===== src/hdl/iprtl_ram.sv =====
// generic single write port ram with registered read
module iprtl_ram #(
    parameter int WIDTH = 32,
    parameter int DEPTH = 64,
    parameter int AW    = (DEPTH > 1) ? $clog2(DEPTH) : 1
) (
    input  logic                     aclk,
    input  logic                     we,
    input  logic [AW-1:0]            waddr,
    input  logic [WIDTH-1:0]         wdata,
    input  logic [AW-1:0]            raddr,
    output logic [WIDTH-1:0]         rdata
);

    logic [WIDTH-1:0] mem_reg [DEPTH];
    logic [WIDTH-1:0] rdata_reg;

    always_ff @(posedge aclk) begin
        if (we) begin
            mem_reg[waddr] <= wdata;
        end
        rdata_reg <= mem_reg[raddr];
    end

    assign rdata = rdata_reg;

endmodule


===== config.mk =====
export PLATFORM = sky130hd
export DESIGN_NAME = iprtl_ram
export DESIGN_NICKNAME = d
export VERILOG_FILES = /design/src/hdl/iprtl_ram.sv
export SDC_FILE = /design/constraint.sdc
export NUM_CORES = 2
export LEC_CHECK = 0
export BUFFER_PORTS_ARGS = -buffer_cell sky130_fd_sc_hd__clkbuf_2
export CAP_MARGIN = 10
export CORE_MARGIN = 5
export CORE_UTILIZATION = 53
export CTS_CLUSTER_SIZE = 14
export DETAILED_ROUTE_END_ITERATION = 16
export PLACE_DENSITY = 0.66
export SKIP_LAST_GASP = 1
export SLEW_MARGIN = 40
export SYNTH_ARGS = -nofsm -noshare
export SYNTH_HDL_FRONTEND = slang
export SYNTH_SLANG_ARGS = --single-unit

===== constraint.sdc =====
create_clock -name aclk -period 6.9 [get_ports aclk]
set_input_delay 1.38 -clock aclk [delete_from_list [all_inputs] [get_ports aclk]]
set_output_delay 1.38 -clock aclk [all_outputs]
set_load 0.01 [all_outputs]

==> metrics <==
vias post-DR 36.9k; Routed Wire Length around 200000 um; number of clock sinks around 2.1k; synthesis-to-finish area growth 13.3%; final count of hold timing violations 0; setup repair after global routing missed its margin no; vias in the first global route between 30k and 40k; number of maximum-capacitance violations 0; M1 WL around 76000 um; main area contributors after synthesis sky130_fd_sc_hd__edfxtp_1, sky130_fd_sc_hd__mux4_2, sky130_fd_sc_hd__mux2i_1, sky130_fd_sc_hd__dfxtp_1, sky130_fd_sc_hd__o22ai_1; Layout Nets approximately 3.6k; final setup violating endpoints 0; number of synthesized flops with an enable pin between 2k and 2.5k; worst slack after detailed placement between 1500 and 2000 ps; Routed wire per std cell ~35 um; number of remaining DRC errors 0; most frequently used flop master after synthesis sky130_fd_sc_hd__edfxtp_1; CP Launch Type input port; number of register bits inferred by synthesis between 2k and 2.5k; Avg Inst Size Synth 23.6 sq um; gr ovfl total 0; worst hold-check slack between 700 and 800 ps; CP Capture Type flop; highest routed layer met5; post-CTS repair timing setup buffer count 0; Max Slew Vio Count 0; flip-flop count of the largest register after layout roughly 2.0k; Max Clock Skew 28.0 ps; average vias per placed instance 6.53; Die W a little under 400 um; peak ir drop on the vdd network 224 uV; Max FO, Critical Path 67; Syn Std Cell Area between 0.07 and 0.08 sq mm; Placeable Area 0.147 sq mm; insertion delay to the later sink of the worst-skew pair just over 800 ps; Resized Gates After CTS 0; net count after synthesis approximately 3.4k; number of antenna violations at the first check in global routing 14; wire length of the first global-routing pass roughly 280000 um; I/O pin total about 80; Total GRT Usage around 25%; outcome finished, final reports clean; standby leakage power approximately 28 nW; DR WL met2 96200 um; fraction of layout instances using a drive strength above 1 30.1%; Worst EP arrival approximately 4800 ps; hold_buf cts 0; min-delay worst type flop to flop; count of antenna-violating nets left after detailed routing 0; proportion of synthesized flip-flops having asynchronous set or reset 0%; clock-pin slew of the registers on the worst-case setup and hold paths 60 ps; FILL cells 9976; largest net degree at the start of global routing 120; area share of the largest cell type after synthesis 78.3%; crit path kind input port to flop; starting density of the core between 50 and 60%; total power draw about 26 mW; highest clock rate 241 MHz; row count 141; most common cell in the synthesized netlist sky130_fd_sc_hd__edfxtp_1; accumulated negative setup slack 0 ps; share of the yosys chip area belonging to registers 79.1%; number of H-tree branching levels 4; TritonCTS clock tree done; GPL Wtd Cong 0.800; slack of the critical path 2760 ps; Yosys warnings 0; IO Port Bufs just under 80; data required time at the worst endpoint between 7000 and 8000 ps; die area 0.156 sq mm; Rel. slew slack between 40% and 50%; number of design-rule violations left by the first detailed-router iteration around 4.6k; met3 WL ~18000 um; CTS Root Cell sky130_fd_sc_hd__clkbuf_16; actual slew at the worst max-slew pin approximately 860 ps; largest area contributor in the synthesized netlist sky130_fd_sc_hd__edfxtp_1; Synth cell types 34; cell area power density 294 mW/mm^2; number of iterations in the first detailed-routing pass 5; fin crit share about three fifths; Synth Instances between 3k and 4k; die extent in y about 390 um; half-perimeter wire length of the detailed placement result roughly 110000 um; maximum buffer depth of the clock tree 3; total CTS buffers 200; most common library cells after synthesis sky130_fd_sc_hd__edfxtp_1, sky130_fd_sc_hd__mux4_2, sky130_fd_sc_hd__nor2_1; time the final worst path needs with I/O delays and setup about 4100 ps
area by class of cell:
| type | instances | area, sq um | share of cell area [%] |
|---|---|---|---|
| clock buffers | 251 | 5340 | 6.00 |
| flip-flops and latches | 2080 | 62100 | 69.9 |
| repair buffers | 205 | 1810 | 2.04 |
| well taps | 1930 | 2410 | 2.72 |
| clock inverters | 125 | 1230 | 1.39 |
| multi-input cells | 1062 | 16000 | 18.0 |
| diodes | 4 | 10.0 | 0.0113 |
cell usage in the layout, fill, tap and decap left out, types with 9 or more instances in the layout:
cell type / synthesis / layout
sky130_fd_sc_hd__clkbuf_1: 74 / 38
sky130_fd_sc_hd__nor2b_1: 15 / 15
sky130_fd_sc_hd__mux4_2: 544 / 544
sky130_fd_sc_hd__dfxtp_1: 32 / 32
sky130_fd_sc_hd__clkbuf_16: 0 / 202
sky130_fd_sc_hd__a21oi_1: 62 / 62
sky130_fd_sc_hd__clkinv_1: 0 / 39
sky130_fd_sc_hd__buf_12: 0 / 9
sky130_fd_sc_hd__edfxtp_1: 2048 / 2048
sky130_fd_sc_hd__clkbuf_8: 0 / 12
sky130_fd_sc_hd__a22oi_1: 12 / 12
sky130_fd_sc_hd__o22ai_1: 84 / 83
sky130_fd_sc_hd__nor2_1: 137 / 75
sky130_fd_sc_hd__o221ai_1: 27 / 27
sky130_fd_sc_hd__clkinvlp_4: 0 / 9
sky130_fd_sc_hd__clkinv_2: 0 / 41
sky130_fd_sc_hd__bufinv_16: 0 / 20
sky130_fd_sc_hd__clkbuf_4: 0 / 22
sky130_fd_sc_hd__mux2i_1: 93 / 93
sky130_fd_sc_hd__buf_16: 0 / 11
sky130_fd_sc_hd__buf_4: 25 / 103
sky130_fd_sc_hd__nor2_4: 0 / 62
sky130_fd_sc_hd__clkbuf_2: 0 / 51
sky130_fd_sc_hd__nand2_1: 26 / 25
power by group:
part | total, mW | switching [mW] | internal (mW)
Clock | 10.9 | 4.63 | 6.25
Sequential | 14.1 | 0.0760 | 14.0
Combinational | 1.23 | 0.771 | 0.462
path summary, 6_finish.rpt:
path | slack [ps] | from | depth (start not counted) | endpoint
min reg2reg | 760 | mem_reg[28][17] | 4 | rdata[17]
min | 760 | mem_reg[28][17] | 4 | rdata[17]
max reg2reg | 4450 | mem_reg[45][7] | 4 | rdata[7]
max | 2760 | raddr[1] | 7 | rdata[0]
stage by stage:
| stage | cell area [sq um] | std cells | utilization (%) |
|---|---|---|---|
| 6_report | 88900 | 5657 | 60.3 |
| 5_1_grt | 88900 | 5654 | 60.3 |
| 4_1_cts | 88800 | 5646 | 60.2 |
| 3_5_place_dp | 82200 | 5270 | 55.7 |
| 3_3_place_gp | 81900 | 5260 | 55.5 |
| 2_1_floorplan | 78500 | 3324 | - |
logic make-up after synthesis:
kind of cell | synth area share (%)
and+or+nand+nor | 1.27
AOI/OAI and AO/OA | 1.67
DFF | 79.1
buffers and inverters | 1.13
muxes | 16.8
worst max-delay path, cell delays in order:
cell	delay, ps
sky130_fd_sc_hd__buf_8	500
sky130_fd_sc_hd__buf_4	720
sky130_fd_sc_hd__buf_4	400
sky130_fd_sc_hd__mux4_2	350
sky130_fd_sc_hd__mux4_2	520
sky130_fd_sc_hd__o22ai_1	690
sky130_fd_sc_hd__nor2_1	100
routing by layer:
layer,up-vias,GRT usage (%)
li1,14700,-
met1,19900,36.4
met2,1986,40.2
met3,282,4.78
met4,6,7.32
met5,-,0
No activity file was read; power rests on OpenSTA's default activity.
